[src/rtl/assert_macros.svh]
// Assertion macros used by the top-level RTL file to check its own logic.
// Depends on nothing; each macro samples on the rising edge of clock.
`ifndef ASSERT_MACROS_SVH
`define ASSERT_MACROS_SVH

// The condition must hold at every clock edge outside reset.
`define ASSERT_ALWAYS(lbl, cond, msg) \
   lbl: assert property (@(posedge clock) disable iff (reset) (cond)) else $error(msg);

// When the antecedent holds, the consequent must hold in the same cycle.
`define ASSERT_IMPLY(lbl, ante, cons, msg) \
   lbl: assert property (@(posedge clock) disable iff (reset) (ante) |-> (cons)) else $error(msg);

`endif

[src/rtl/tcc_pkg.sv]
// Shared types and constants of the terminal cursor controller.
// Used by the front, queue, back and top-level modules; depends on nothing.
package tcc_pkg;

   localparam int MAX_COLUMNS = 256;
   localparam int MAX_LINES   = 256;
   localparam int TAB_SHIFT   = 3;               // tab grid of 8 columns
   localparam int QUEUE_DEPTH = 2;               // power of two
   localparam int QUEUE_AW    = $clog2(QUEUE_DEPTH);

   localparam logic [8:0] COLUMNS_RESET      = 9'd80;
   localparam logic [8:0] LINES_RESET        = 9'd24;
   localparam logic [7:0] MARGIN_BOTTOM_RESET = 8'd23;
   localparam logic [7:0] MARGIN_RIGHT_RESET  = 8'd79;

   typedef enum logic [3:0] {
      OP_PRINT     = 4'd0,
      OP_LF        = 4'd1,
      OP_RI        = 4'd2,
      OP_CR        = 4'd3,
      OP_BS        = 4'd4,
      OP_MOVE      = 4'd5,
      OP_UP        = 4'd6,
      OP_DOWN      = 4'd7,
      OP_RIGHT     = 4'd8,
      OP_LEFT      = 4'd9,
      OP_FTAB      = 4'd10,
      OP_BTAB      = 4'd11,
      OP_TB_REGION = 4'd12,
      OP_LR_REGION = 4'd13,
      OP_SCREEN    = 4'd14,
      OP_NOP       = 4'd15
   } op_type;

   typedef enum logic [1:0] {
      CSR_COLUMNS  = 2'd0,
      CSR_LINES    = 2'd1,
      CSR_STATUS   = 2'd2,
      CSR_AUTOWRAP = 2'd3
   } csr_index_type;

   // Effective screen geometry after saturation.
   typedef struct packed {
      logic [8:0] cols;       // 1..256
      logic [8:0] lines;      // 1..256
      logic [7:0] last_col;   // cols - 1
      logic [7:0] last_row;   // last usable row, status line excluded
      logic       autowrap;
   } cfg_type;

   // One classified command as it waits in the queue.
   typedef struct packed {
      op_type      op;
      logic [20:0] code_point;
      logic [7:0]  arg_a;     // clamped column/top/left argument
      logic [7:0]  arg_b;     // clamped row/bottom/right argument
      logic [7:0]  step_count;
      logic        use_margins;
   } item_type;

   typedef struct packed {
      logic        insert_line_request;
      logic        scroll_up_request;
      logic [20:0] cell_write_char;
      logic [7:0]  cell_write_row;
      logic [7:0]  cell_write_col;
      logic        cell_write_valid;
      logic [7:0]  cursor_row;
      logic [7:0]  cursor_col;
   } result_type;

   typedef struct packed {
      logic [7:0] top;
      logic [7:0] bottom;
      logic [7:0] left;
      logic [7:0] right;
   } margins_type;

   typedef struct packed {
      logic                valid;
      logic                full;
      logic [QUEUE_AW:0]   count;
   } queue_status_type;

endpackage

[src/rtl/tcc_front.sv]
// Front end: takes command transfers and clamps their coordinate arguments.
// Depends on tcc_pkg; feeds tcc_queue.
module tcc_front (
   input  logic               req_tvalid,
   output logic               req_tready,
   input  logic [47:0]        req_tdata,
   input  logic [3:0]         req_tuser,
   input  tcc_pkg::cfg_type   cfg,
   input  logic               queue_full,
   output logic               push,
   output tcc_pkg::item_type  item
);

   tcc_pkg::op_type  op;
   logic signed [8:0] arg_x;
   logic signed [8:0] arg_y;
   logic [7:0]        limit_a;
   logic [7:0]        limit_b;

   function automatic logic [7:0] clamp_arg(input logic signed [8:0] v, input logic [7:0] hi);
      logic [7:0] r;
      if (v < 0) begin
         r = 8'd0;
      end else if (v[7:0] > hi) begin
         r = hi;
      end else begin
         r = v[7:0];
      end
      return r;
   endfunction

   assign op    = tcc_pkg::op_type'(req_tuser);
   assign arg_x = $signed(req_tdata[29:21]);
   assign arg_y = $signed(req_tdata[38:30]);

   // Column and left/right margin arguments clamp to columns, others to rows.
   assign limit_a = (op == tcc_pkg::OP_TB_REGION) ? cfg.last_row : cfg.last_col;
   assign limit_b = (op == tcc_pkg::OP_LR_REGION) ? cfg.last_col : cfg.last_row;

   assign req_tready = !queue_full;
   assign push       = req_tvalid && !queue_full;

   assign item.op          = op;
   assign item.code_point  = req_tdata[20:0];
   assign item.arg_a       = clamp_arg(arg_x, limit_a);
   assign item.arg_b       = clamp_arg(arg_y, limit_b);
   assign item.step_count  = req_tdata[46:39];
   assign item.use_margins = req_tdata[47];

endmodule

[src/rtl/tcc_queue.sv]
// Short FIFO of classified commands between the front and back ends.
// Depends on tcc_pkg for the item type and depth.
module tcc_queue (
   input  logic                       clock,
   input  logic                       reset,
   input  logic                       push,
   input  tcc_pkg::item_type          push_item,
   input  logic                       pop,
   output tcc_pkg::item_type          pop_item,
   output tcc_pkg::queue_status_type  status
);

   tcc_pkg::item_type              slot_ff [tcc_pkg::QUEUE_DEPTH];
   logic [tcc_pkg::QUEUE_AW-1:0]   wr_ptr_ff, wr_ptr_in;
   logic [tcc_pkg::QUEUE_AW-1:0]   rd_ptr_ff, rd_ptr_in;
   logic [tcc_pkg::QUEUE_AW:0]     count_ff, count_in;

   // Pointers wrap on their own because the depth is a power of two.
   always_comb begin
      wr_ptr_in = push ? wr_ptr_ff + 1'b1 : wr_ptr_ff;
      rd_ptr_in = pop  ? rd_ptr_ff + 1'b1 : rd_ptr_ff;
      count_in  = count_ff + (tcc_pkg::QUEUE_AW+1)'(push) - (tcc_pkg::QUEUE_AW+1)'(pop);
   end

   always_ff @(posedge clock) begin
      if (reset) begin
         wr_ptr_ff <= '0;
         rd_ptr_ff <= '0;
         count_ff  <= '0;
      end else begin
         wr_ptr_ff <= wr_ptr_in;
         rd_ptr_ff <= rd_ptr_in;
         count_ff  <= count_in;
      end
   end

   always_ff @(posedge clock) begin
      if (push) begin
         slot_ff[wr_ptr_ff] <= push_item;
      end
   end

   assign pop_item     = slot_ff[rd_ptr_ff];
   assign status.valid = (count_ff != '0);
   assign status.full  = (count_ff == (tcc_pkg::QUEUE_AW+1)'(tcc_pkg::QUEUE_DEPTH));
   assign status.count = count_ff;

endmodule

[src/rtl/tcc_back.sv]
// Back end: holds cursor and margins, executes one command per cycle while the result
// register is empty or drains, and registers the result. Depends on tcc_pkg; pops items from tcc_queue.
module tcc_back (
   input  logic                       clock,
   input  logic                       reset,
   input  tcc_pkg::cfg_type           cfg,
   input  logic                       item_valid,
   input  tcc_pkg::item_type          item,
   output logic                       pop,
   output logic                       rsp_valid,
   input  logic                       rsp_ready,
   output tcc_pkg::result_type        rsp_result,
   output tcc_pkg::margins_type       margins
);

   logic [7:0]          col_ff, col_in, row_ff, row_in;
   logic [7:0]          mt_ff, mt_in, mb_ff, mb_in, ml_ff, ml_in, mr_ff, mr_in;
   logic                out_valid_ff, out_valid_in;
   tcc_pkg::result_type out_ff, out_in;

   logic [7:0]          ex_col, ex_row, ex_mt, ex_mb, ex_ml, ex_mr;
   logic                ex_scroll, ex_insert, ex_write;
   logic [7:0]          step;

   logic [8:0]          col_plus1;
   logic                print_wrap;
   logic                at_bottom;
   logic [7:0]          row_plus1;
   logic [9:0]          up_diff, lt_diff;
   logic [7:0]          up_bound, lt_bound, dn_bound, rt_bound;
   logic [8:0]          dn_sum, rt_sum;
   logic [8:0]          ft_cell;
   logic [11:0]         ft_col;
   logic [7:0]          bt_xm1, bt_nm1;
   logic [4:0]          bt_k, bt_left;

   assign step      = item.step_count;
   assign col_plus1 = {1'b0, col_ff} + 9'd1;
   assign print_wrap = col_plus1 >= cfg.cols;
   assign at_bottom = row_ff >= mb_ff;
   assign row_plus1 = row_ff + 8'd1;

   assign up_bound = item.use_margins ? mt_ff : 8'd0;
   assign up_diff  = {2'b00, row_ff} - {2'b00, step};
   assign dn_bound = item.use_margins ? mb_ff : cfg.last_row;
   assign dn_sum   = {1'b0, row_ff} + {1'b0, step};
   assign rt_bound = item.use_margins ? mr_ff : cfg.last_col;
   assign rt_sum   = {1'b0, col_ff} + {1'b0, step};
   assign lt_bound = item.use_margins ? ml_ff : 8'd0;
   assign lt_diff  = {2'b00, col_ff} - {2'b00, step};

   // Forward tab: next grid stop n times over, capped at the last column.
   assign ft_cell = {4'b0000, col_ff[7:3]} + {1'b0, step};
   assign ft_col  = {ft_cell, 3'b000};

   // Backward tab: the first step lands on the stop below, every further
   // step goes back one full grid cell, stopping at column zero.
   assign bt_xm1  = col_ff - 8'd1;
   assign bt_k    = bt_xm1[7:tcc_pkg::TAB_SHIFT];
   assign bt_nm1  = step - 8'd1;
   assign bt_left = bt_k - bt_nm1[4:0];

   always_comb begin
      ex_col    = col_ff;
      ex_row    = row_ff;
      ex_mt     = mt_ff;
      ex_mb     = mb_ff;
      ex_ml     = ml_ff;
      ex_mr     = mr_ff;
      ex_scroll = 1'b0;
      ex_insert = 1'b0;
      ex_write  = 1'b0;
      unique case (item.op)
         tcc_pkg::OP_PRINT: begin
            ex_write = ({1'b0, col_ff} < cfg.cols) && ({1'b0, row_ff} < cfg.lines);
            if (print_wrap) begin
               if (cfg.autowrap) begin
                  ex_col = ml_ff;
                  if (at_bottom) begin
                     ex_scroll = 1'b1;
                  end else begin
                     ex_row = row_plus1;
                  end
               end else begin
                  ex_col = cfg.last_col;
               end
            end else begin
               ex_col = col_plus1[7:0];
            end
         end
         tcc_pkg::OP_LF: begin
            if (at_bottom) begin
               ex_scroll = 1'b1;
            end else begin
               ex_row = row_plus1;
            end
         end
         tcc_pkg::OP_RI: begin
            if (row_ff <= mt_ff) begin
               ex_insert = 1'b1;
            end else begin
               ex_row = row_ff - 8'd1;
            end
         end
         tcc_pkg::OP_CR: begin
            ex_col = ml_ff;
         end
         tcc_pkg::OP_BS: begin
            if (col_ff > ml_ff) begin
               ex_col = col_ff - 8'd1;
            end
         end
         tcc_pkg::OP_MOVE: begin
            ex_col = item.arg_a;
            ex_row = item.arg_b;
         end
         tcc_pkg::OP_UP: begin
            ex_row = ($signed(up_diff) < $signed({2'b00, up_bound})) ? up_bound : up_diff[7:0];
         end
         tcc_pkg::OP_DOWN: begin
            ex_row = (dn_sum > {1'b0, dn_bound}) ? dn_bound : dn_sum[7:0];
         end
         tcc_pkg::OP_RIGHT: begin
            ex_col = (rt_sum > {1'b0, rt_bound}) ? rt_bound : rt_sum[7:0];
         end
         tcc_pkg::OP_LEFT: begin
            ex_col = ($signed(lt_diff) < $signed({2'b00, lt_bound})) ? lt_bound : lt_diff[7:0];
         end
         tcc_pkg::OP_FTAB: begin
            if (step != 8'd0) begin
               ex_col = (ft_col >= {3'b000, cfg.cols}) ? cfg.last_col : ft_col[7:0];
            end
         end
         tcc_pkg::OP_BTAB: begin
            if (step != 8'd0 && col_ff != 8'd0) begin
               ex_col = ({3'b000, bt_k} <= bt_nm1) ? 8'd0 : {bt_left, 3'b000};
            end
         end
         tcc_pkg::OP_TB_REGION: begin
            if (item.arg_a <= item.arg_b) begin
               ex_mt = item.arg_a;
               ex_mb = item.arg_b;
            end
         end
         tcc_pkg::OP_LR_REGION: begin
            if (item.arg_a <= item.arg_b) begin
               ex_ml = item.arg_a;
               ex_mr = item.arg_b;
            end
         end
         tcc_pkg::OP_SCREEN: begin
            ex_col = 8'd0;
            ex_row = 8'd0;
         end
         default: begin
         end
      endcase
   end

   // A new command enters whenever the result register is empty or drains.
   assign pop = item_valid && (!out_valid_ff || rsp_ready);

   always_comb begin
      col_in = pop ? ex_col : col_ff;
      row_in = pop ? ex_row : row_ff;
      mt_in  = pop ? ex_mt : mt_ff;
      mb_in  = pop ? ex_mb : mb_ff;
      ml_in  = pop ? ex_ml : ml_ff;
      mr_in  = pop ? ex_mr : mr_ff;
      out_valid_in = pop || (out_valid_ff && !rsp_ready);

      out_in                     = out_ff;
      if (pop) begin
         out_in.cursor_col          = ex_col;
         out_in.cursor_row          = ex_row;
         out_in.cell_write_valid    = ex_write;
         out_in.cell_write_col      = ex_write ? col_ff : 8'd0;
         out_in.cell_write_row      = ex_write ? row_ff : 8'd0;
         out_in.cell_write_char     = ex_write ? item.code_point : 21'd0;
         out_in.scroll_up_request   = ex_scroll;
         out_in.insert_line_request = ex_insert;
      end
   end

   always_ff @(posedge clock) begin
      if (reset) begin
         col_ff       <= 8'd0;
         row_ff       <= 8'd0;
         mt_ff        <= 8'd0;
         mb_ff        <= tcc_pkg::MARGIN_BOTTOM_RESET;
         ml_ff        <= 8'd0;
         mr_ff        <= tcc_pkg::MARGIN_RIGHT_RESET;
         out_valid_ff <= 1'b0;
      end else begin
         col_ff       <= col_in;
         row_ff       <= row_in;
         mt_ff        <= mt_in;
         mb_ff        <= mb_in;
         ml_ff        <= ml_in;
         mr_ff        <= mr_in;
         out_valid_ff <= out_valid_in;
      end
   end

   always_ff @(posedge clock) begin
      out_ff <= out_in;
   end

   assign rsp_valid      = out_valid_ff;
   assign rsp_result     = out_ff;
   assign margins.top    = mt_ff;
   assign margins.bottom = mb_ff;
   assign margins.left   = ml_ff;
   assign margins.right  = mr_ff;

endmodule

[src/rtl/terminal_cursor_controller.sv]
// Top level of the terminal cursor controller: configuration registers,
// front end, command queue and back end. Depends on tcc_pkg and assert_macros.svh.
//
//  Port group | Direction | Contents
//  req_*      | in        | one cursor command per transfer
//  rsp_*      | out       | one cursor result per command
//  csr_*      | in        | screen geometry and autowrap writes
//
// A new command is accepted every cycle while the queue is not full; rsp_tvalid
// rises once the command has passed the queue and reached the result register.
// The two-entry queue lets the front accept while a result waits on rsp_tready.
// Synchronous reset homes the cursor, restores the default margins and
// loads 80 columns, 24 lines, no status line and autowrap on.
`include "assert_macros.svh"

module terminal_cursor_controller (
   input  logic        clock,
   input  logic        reset,
   // req_tdata: code_point[20:0], arg_x[29:21], arg_y[38:30],
   //            step_count[46:39], use_margins[47]
   input  logic        req_tvalid,
   output logic        req_tready,
   input  logic [47:0] req_tdata,
   // req_tuser: opcode[3:0]
   input  logic [3:0]  req_tuser,
   // rsp_tdata: cursor_col[7:0], cursor_row[15:8], cell_write_valid[16],
   //            cell_write_col[24:17], cell_write_row[32:25],
   //            cell_write_char[53:33], scroll_up_request[54],
   //            insert_line_request[55]
   output logic        rsp_tvalid,
   input  logic        rsp_tready,
   output logic [55:0] rsp_tdata,
   input  logic        csr_we,
   input  logic [1:0]  csr_index,
   input  logic [8:0]  csr_wdata
);

   logic [8:0]                  columns_ff, columns_in;
   logic [8:0]                  lines_ff, lines_in;
   logic                        status_ff, status_in;
   logic                        autowrap_ff, autowrap_in;
   logic [9:0]                  last_row_wide;

   tcc_pkg::cfg_type            cfg;
   tcc_pkg::item_type           push_item;
   tcc_pkg::item_type           pop_item;
   tcc_pkg::queue_status_type   q_status;
   tcc_pkg::result_type         result;
   tcc_pkg::margins_type        margins;
   logic                        push;
   logic                        pop;

   always_comb begin
      columns_in  = columns_ff;
      lines_in    = lines_ff;
      status_in   = status_ff;
      autowrap_in = autowrap_ff;
      if (csr_we) begin
         unique case (tcc_pkg::csr_index_type'(csr_index))
            tcc_pkg::CSR_COLUMNS:  columns_in  = csr_wdata;
            tcc_pkg::CSR_LINES:    lines_in    = csr_wdata;
            tcc_pkg::CSR_STATUS:   status_in   = csr_wdata[0];
            tcc_pkg::CSR_AUTOWRAP: autowrap_in = csr_wdata[0];
            default: begin
            end
         endcase
      end
   end

   always_ff @(posedge clock) begin
      if (reset) begin
         columns_ff  <= tcc_pkg::COLUMNS_RESET;
         lines_ff    <= tcc_pkg::LINES_RESET;
         status_ff   <= 1'b0;
         autowrap_ff <= 1'b1;
      end else begin
         columns_ff  <= columns_in;
         lines_ff    <= lines_in;
         status_ff   <= status_in;
         autowrap_ff <= autowrap_in;
      end
   end

   // Register values outside the legal range saturate to 1..MAX.
   always_comb begin
      if (columns_ff == 9'd0) begin
         cfg.cols = 9'd1;
      end else if (columns_ff > 9'(tcc_pkg::MAX_COLUMNS)) begin
         cfg.cols = 9'(tcc_pkg::MAX_COLUMNS);
      end else begin
         cfg.cols = columns_ff;
      end
      if (lines_ff == 9'd0) begin
         cfg.lines = 9'd1;
      end else if (lines_ff > 9'(tcc_pkg::MAX_LINES)) begin
         cfg.lines = 9'(tcc_pkg::MAX_LINES);
      end else begin
         cfg.lines = lines_ff;
      end
      cfg.last_col  = 8'(cfg.cols - 9'd1);
      last_row_wide = {1'b0, cfg.lines} - {9'd0, status_ff} - 10'd1;
      // A status line that fills the screen leaves row zero usable.
      cfg.last_row  = last_row_wide[9] ? 8'd0 : last_row_wide[7:0];
      cfg.autowrap  = autowrap_ff;
   end

   tcc_front u_front (
      .req_tvalid (req_tvalid),
      .req_tready (req_tready),
      .req_tdata  (req_tdata),
      .req_tuser  (req_tuser),
      .cfg        (cfg),
      .queue_full (q_status.full),
      .push       (push),
      .item       (push_item)
   );

   tcc_queue u_queue (
      .clock     (clock),
      .reset     (reset),
      .push      (push),
      .push_item (push_item),
      .pop       (pop),
      .pop_item  (pop_item),
      .status    (q_status)
   );

   tcc_back u_back (
      .clock      (clock),
      .reset      (reset),
      .cfg        (cfg),
      .item_valid (q_status.valid),
      .item       (pop_item),
      .pop        (pop),
      .rsp_valid  (rsp_tvalid),
      .rsp_ready  (rsp_tready),
      .rsp_result (result),
      .margins    (margins)
   );

   assign rsp_tdata = result;

   `ASSERT_ALWAYS(a_margins_ordered, (margins.top <= margins.bottom) && (margins.left <= margins.right), "margin pair out of order")
   `ASSERT_ALWAYS(a_queue_bound, q_status.count <= (tcc_pkg::QUEUE_AW+1)'(tcc_pkg::QUEUE_DEPTH), "command queue overflow")
   `ASSERT_IMPLY(a_no_write_zero, rsp_tvalid && !result.cell_write_valid, (result.cell_write_col == 8'd0) && (result.cell_write_row == 8'd0) && (result.cell_write_char == 21'd0), "cell fields set without a write")
   `ASSERT_IMPLY(a_one_request, rsp_tvalid, !(result.scroll_up_request && result.insert_line_request), "scroll and insert requested together")

endmodule
[config.mk]
export PLATFORM = sky130hd
export DESIGN_NAME = terminal_cursor_controller
export DESIGN_NICKNAME = d
export VERILOG_FILES = /design/src/rtl/tcc_pkg.sv /design/src/rtl/tcc_front.sv /design/src/rtl/tcc_queue.sv /design/src/rtl/tcc_back.sv /design/src/rtl/terminal_cursor_controller.sv
export VERILOG_INCLUDE_DIRS = /design/src /design/src/rtl
export SDC_FILE = /design/constraint.sdc
export NUM_CORES = 1
export LEC_CHECK = 0
export ABC_AREA = 1
export BUFFER_PORTS_ARGS = -buffer_cell sky130_fd_sc_hd__buf_2
export CAP_MARGIN = 20
export CORE_ASPECT_RATIO = 0.8
export CORE_MARGIN = 10
export CORE_UTILIZATION = 30
export DETAILED_ROUTE_END_ITERATION = 8
export PLACE_DENSITY_LB_ADDON = 0.15
export RECOVER_POWER = 50
export SYNTH_ARGS = -nofsm -noshare
export SYNTH_HDL_FRONTEND = slang
export SYNTH_SLANG_ARGS = --single-unit
[constraint.sdc]
create_clock -name clock -period 3.7 [get_ports clock]
set_input_delay 0.185 -clock clock [delete_from_list [all_inputs] [get_ports clock]]
set_output_delay 0.185 -clock clock [all_outputs]
set_load 0.01 [all_outputs]
* Yosys cells after proc, flatten, opt, wreduce, memory -nomap -nowiden
Memory sizes are Yosys's and may differ from the RTL's. A register that Yosys moved wholly into a read port is not among the register bits. Index checks and enable logic that the tools add are counted.
Storage, ports and cells: bits in writable memories 100, memories kept 1, flip-flop bits (word level) 129, bits of input ports 68
Memories:
- u_queue.slot_ff | depth 2, width 50, rd ports 1, clocked after memory_dff 1, wr ports 1, line tcc_queue.sv:13 | tcc_pkg::item_type slot_ff [tcc_pkg::QUEUE_DEPTH];
Cells by class: reduce and logical (&&, ||, !) cells 23, order comparisons 19, equality and inequality tests 20, multiplexer cells 42, add/sub/neg operators 18
Operator list (count):
- $mux W8 | 26
- $pmux W8 S9 | 1
- $pmux W8 S7 | 1
- $eq A4 B4 Y1 const B | 9
- $mux W9 | 4
- $sub A8 B1 Y8 const B | 4
- $gt A8 B8 Y1 | 3
- $lt A10 B9 Y1 | 2
- $add A8 B8 Y9 | 2
- $gt A9 B8 Y1 | 2
- $gt A9 B9 Y1 const B | 2
- $logic_not A9 Y1 | 2
- $lt A8 B9 Y1 | 2
- $lt A9 B1 Y1 const B | 2
- $sub A8 B8 Y9 | 2
- $eq A4 B3 Y1 const B | 4
- $le A8 B8 Y1 | 2
- $reduce_bool A8 Y1 | 2
- $ge A12 B9 Y1 | 1
- $sub A10 B1 Y10 const B | 1
- $sub A9 B1 Y10 | 1
- $add A5 B8 Y9 | 1
- $add A8 B1 Y9 const B | 1
- $ge A9 B9 Y1 | 1
- other kinds (21) | 44

* Depth between registers and ports, before layout
word-level depth 10, mapped depth 31

* Cells and area by module
From an unflattened synthesis, not the netlist that was laid out.
Unflattened totals: cells, all modules 2222, area, all modules 17513.0 um^2
Modules (own cells, without submodules):
- tcc_back | cells an instance 1608, instances 1, area each 10850.4 um^2, seq. area each 2662.6 um^2
- tcc_queue | cells an instance 187, instances 1, area each 4088.9 um^2, seq. area each 3103.0 um^2
- tcc_front | cells an instance 232, instances 1, area each 1287.5 um^2, seq. area each 0.0 um^2
- terminal_cursor_controller | cells an instance 195, instances 1, area each 1286.2 um^2, seq. area each 400.4 um^2

* Worst setup path before layout
No wires, ideal clock.
kind flip-flop to flip-flop, start point reg (tool-made name), end point reg u_back.out_ff (netlist bit u_back.rsp_result[7]) (data pin), setup slack -0.118 ns, path buffers 2, stages on the path, launching flop included 29, required time 3.449 ns, data arrival time 3.567 ns, cell sequence dfxtp_1 -> inv_2 -> buf_6 -> buf_2 -> nand2_1 -> nand2_1 -> ha_1 -> fa_1 -> a21oi_1 -> o21ai_0 -> xor2_1 -> inv_1 -> ha_1 -> nand2_1 -> nor2_1 -> nand2_1 -> nand3_1 -> nand2_1 -> nand2_1 -> nand2_1 -> nand2_1 -> nand2_1 -> nand3_1 -> o21ai_0 -> nor2_1 -> nor2_1 -> nand2_1 -> nand2_1 -> inv_1
RTL lines:
- to (signal assigned) | line tcc_back.sv:206 | out_ff <= out_in;
- to (decl) | line tcc_back.sv:19 | tcc_pkg::result_type out_ff, out_in;

==> impl_metrics.py <==
metrics = {
    "pwr": {
        "p_comb_frac": 0.720,
        "pwr-share-seq": 0.165,
        "power_leakage_nw": 10.5,
        "power.total_w": 0.0243,
        "swShare": 0.487,
        "power.density_mw_per_mm2": 1050,
        "p_clk_frac": 0.115,
        "peakVddDrop_v": 0.000463,
        "switchingPower_w": 0.0119,
        "intPower_w": 0.0125,
    },
    "place": {
        "placement.cell_area_mm2": 0.0198,
        "port_buffers": 125,
        "post-dp-hpwl_um": 51500,
        "place_ws_ns": -0.524,
        "gp_congestion": 0.945,
    },
    "setup_path": {
        "crit_type": "reg -> reg",
        "r2r_end": "u_back.rsp_result[5]",
        "worst_setup_path_end_kind": "flip-flop",
        "critPathRequiredTime_ns": 4.03,
        "ff2ff_path_depth": 24,
        "startpoint_type": "flip-flop",
        "rrSetupSlack_ns": -0.05,
        "crit_end": "u_back.rsp_result[5]",
        "cp_max_fo": 14,
        "arrival_ns": 4.08,
    },
    "cells_and_area": {
        "areaGrowthSynthToFinish_pct": 40.5,
        "drive_gt1_frac": 0.277,
        "utilization": 0.428,
        "design_area_mm2": 0.0231,
        "fin_nets": 2867,
    },
    "detailed_routing": {
        "ant_nets": 0,
        "vias_per_cell": 4.97,
        "drt_first_pass_iters": 5,
        "vias": 16653,
        "drc": 0,
        "drt_iter0_markers": 1429,
        "routed_wl_um": 66600,
        "routedWlPerCell_um": 19.9,
    },
    "die": {
        "die_y_um": 229,
        "dieArea_mm2": 0.0646,
        "die_w_um": 282,
        "row_count": 76,
        "initial_core_util": 0.304,
        "num_io_pins": 126,
        "core_area_mm2": 0.0540,
    },
    "logic_synthesis": {
        "synth_compound_area_frac": 0.129,
        "synthXorXnorAreaFrac": 0.0261,
        "synth_nets": 2392,
        "ys.flop_type": "edfxtp_1",
        "synth-simple-area-share": 0.253,
        "yosys-top-cells-area": "edfxtp_1, ha_1, nand2_1",
        "synth-seq-cells": 230,
        "synth_mux_area_frac": 0.00244,
        "synthDistinctLibCells": 50,
        "synth_edf_count": 156,
        "synth_top_cell_by_area": "edfxtp_1",
        "netlist.area_leader.share": 0.285,
        "yosysWarnings": 0,
        "postSynthAreaPerCell_um2": 7.63,
        "ys_seq_area_frac": 0.375,
        "synth_area_mm2": 0.0164,
        "async_flop_share": 0,
        "synth_top_family_by_area": "simple AND/OR/NAND/NOR gates",
        "synth_cells": 2155,
        "synthAdderAreaFrac": 0.132,
    },
    "clocking": {
        "cts-root-buf": "clkbuf_16",
        "clk_pin_slew_ns": 0.06,
        "cts_tree": "built",
        "cts_sinks": 230,
        "clock_latency_ns": 0.56,
        "clock_path_buffers": 3,
        "cts_buffers": 27,
        "htree_levels": 1,
    },
    "min_path": {
        "hold_path_class": "in -> reg",
        "hold_path.startpoint": "req_tdata[21]",
    },
    "timing": {
        "slew_viol_final": 62,
        "finalCritPeriodShare": 1.01,
        "rsz0062_at_grt": "true",
        "fin_crit_ns": 3.75,
        "fin_skew_ns": 0.00982,
        "layout_setup_ws_ns": -0.0525,
        "hold_viol_final": 0,
        "tns_ns": -0.0989,
        "slew_headroom": -0.227,
        "max_clock_freq_mhz": 266,
        "setup_viol": 4,
        "worstMarginPinSlew_ns": 1.84,
    },
    "status": {
        "status": "finished, violations left",
        "failed_checks": "max-capacitance violations, max-slew violations, negative setup slack",
    },
    "grt": {
        "first_global_vias": 15692,
        "gr-total-overflow": 0,
        "grt_pass1_wl_um": 97400,
        "antenna_found_initial": 1,
        "grt_usage": 0.197,
        "grt_max_degree": 44,
    },
    "flow_run": {
        "max_cap_viol_count": 2,
    },
}
## routing by layer
metal,vias up,routed length (µm),global-route usage,share of wire
li1,8184,-,-,-
met1,7925,32800,0.291,0.49
met2,464,28500,0.292,0.43
met3,80,3940,0.0326,0.059
met4,0,1370,0.0434,0.021
met5,-,0,0,0
## synthesized netlist by cell type (10+ instances only)
master and instances:
nand2_1 503, inv_1 264, nor2_1 179, ha_1 163, a21oi_1 161, edfxtp_1 156, o21ai_0 155, nand3_1 151
dfxtp_1 74, nand4_1 45, xor2_1 45, clkbuf_1 35, or2_2 22, nor3_1 16, o211ai_1 16, inv_2 15
buf_2 13, nand2_2 13, o21ai_1 11, nand3b_1 10, nor2_2 10
## through the flow
stage	std cells	hold WS [ns]
after CTS	3330	0.00724
after global routing	3353	0.0296
final	3354	0.0239
after floorplan	2155	0.284
after global placement	3193	0.374
after detailed placement	3193	0.376
## layout by cell type, fill, tap and decap left out, types with 23 or more instances in the layout
cell           count
a21oi_1          129
o21ai_1           28
ha_1             133
buf_2             40
dfxtp_1           63
dlygate4sd3_1     55
nor2_2            24
edfxtp_1         156
nand2_1          451
inv_1            246
nand2_2           47
xor2_1            34
a21oi_2           31
nand3_2           26
nand3_1          123
o21ai_2           30
nor2_1           154
ha_4              27
buf_4            290
clkbuf_1          97
nand4_1           45
inv_2             23
o21ai_0          107
clkbuf_16         28
## repair_timing
item | in CTS | in global routing
hold buffers | 55 | 0
pin swaps | 40 | 114
hold endpoints to repair | 102 | 0
gates resized for setup | 123 | 272
buffers inserted | 29 | 24
setup endpoints to repair | 64 | 82
cloned | 3 | 0
## flip-flops by register name, indices dropped and copies added, names as in the netlist, named ones only
| name | cells |
|---|---|
| u_back.col_ff | 8 |
| u_queue.slot_ff | 100 |
| lines_ff | 9 |
| u_back.mr_ff | 8 |
| u_queue.count_ff | 2 |
| autowrap_ff | 1 |
| u_back.mt_ff | 8 |
| u_back.row_ff | 8 |
| u_back.ml_ff | 8 |
| u_back.mb_ff | 8 |
| u_back.rsp_valid | 1 |
| u_back.rsp_result | 56 |
| columns_ff | 9 |
| u_queue.rd_ptr_ff | 1 |
| u_queue.wr_ptr_ff | 1 |
| status_ff | 1 |
## cells by family after synthesis
logic type / Yosys count
simple gates: 965
buf+inv: 346
fa+ha+maj: 170
compound gates: 391
xor+xnor: 49
flops: 230
mux: 4
## cell type report
| cell class | instances | area [µm²] |
|---|---|---|
| Multi-Input combinational cell | 1580 | 10300 |
| Tap cell | 702 | 878 |
| Antenna cell | 1 | 2.50 |
| Clock inverter | 13 | 158 |
| Inverter | 287 | 1120 |
| Sequential cell | 230 | 6180 |
| Timing Repair Buffer | 504 | 3660 |
| Clock buffer | 37 | 754 |
| Fill cell | 5533 | 30900 |
## power by group through the flow
stage               Sequential (W)  Clock, W  Combinational (W)
detailed placement         0.00400         0             0.0145
global placement           0.00399         0             0.0144
finish                     0.00402   0.00279             0.0175
global route               0.00406   0.00294             0.0192
CTS                        0.00398   0.00284             0.0157
floorplan                  0.00406         0            0.00814
## worst min-delay path by stage
stage                                  end  slack (ns)  cells past startpoint
finish              u_queue.slot_ff[1][17]        0.02                      3
global placement    u_queue.slot_ff[0][27]        0.37                      1
detailed placement   u_queue.slot_ff[1][2]        0.38                      1
CTS                 u_queue.slot_ff[0][14]       0.007                      3
floorplan            u_queue.slot_ff[0][0]        0.28                      0
global route        u_queue.slot_ff[0][19]        0.03                      3
## critical path, cell delays in order (launching register included)
cell and delay [ns]:
dfxtp_4 0.38, buf_4 0.14, buf_4 0.14, o21ai_2 0.32, clkinvlp_4 0.24, buf_12 0.19, o21ai_0 0.42, ha_1 0.33
nand2_1 0.11, nor2_4 0.05, nand2_1 0.05, nand3_1 0.07, nand2_1 0.07, nand2_1 0.04, nand2_1 0.06, nand2_2 0.07
nand2_4 0.09, buf_6 0.13, nand4_1 0.07, nand2_1 0.10, nor2_2 0.04, nor2_1 0.13, nand3_2 0.13, nand2_2 0.11
inv_2 0.03
(Power assumes the default switching activity.)
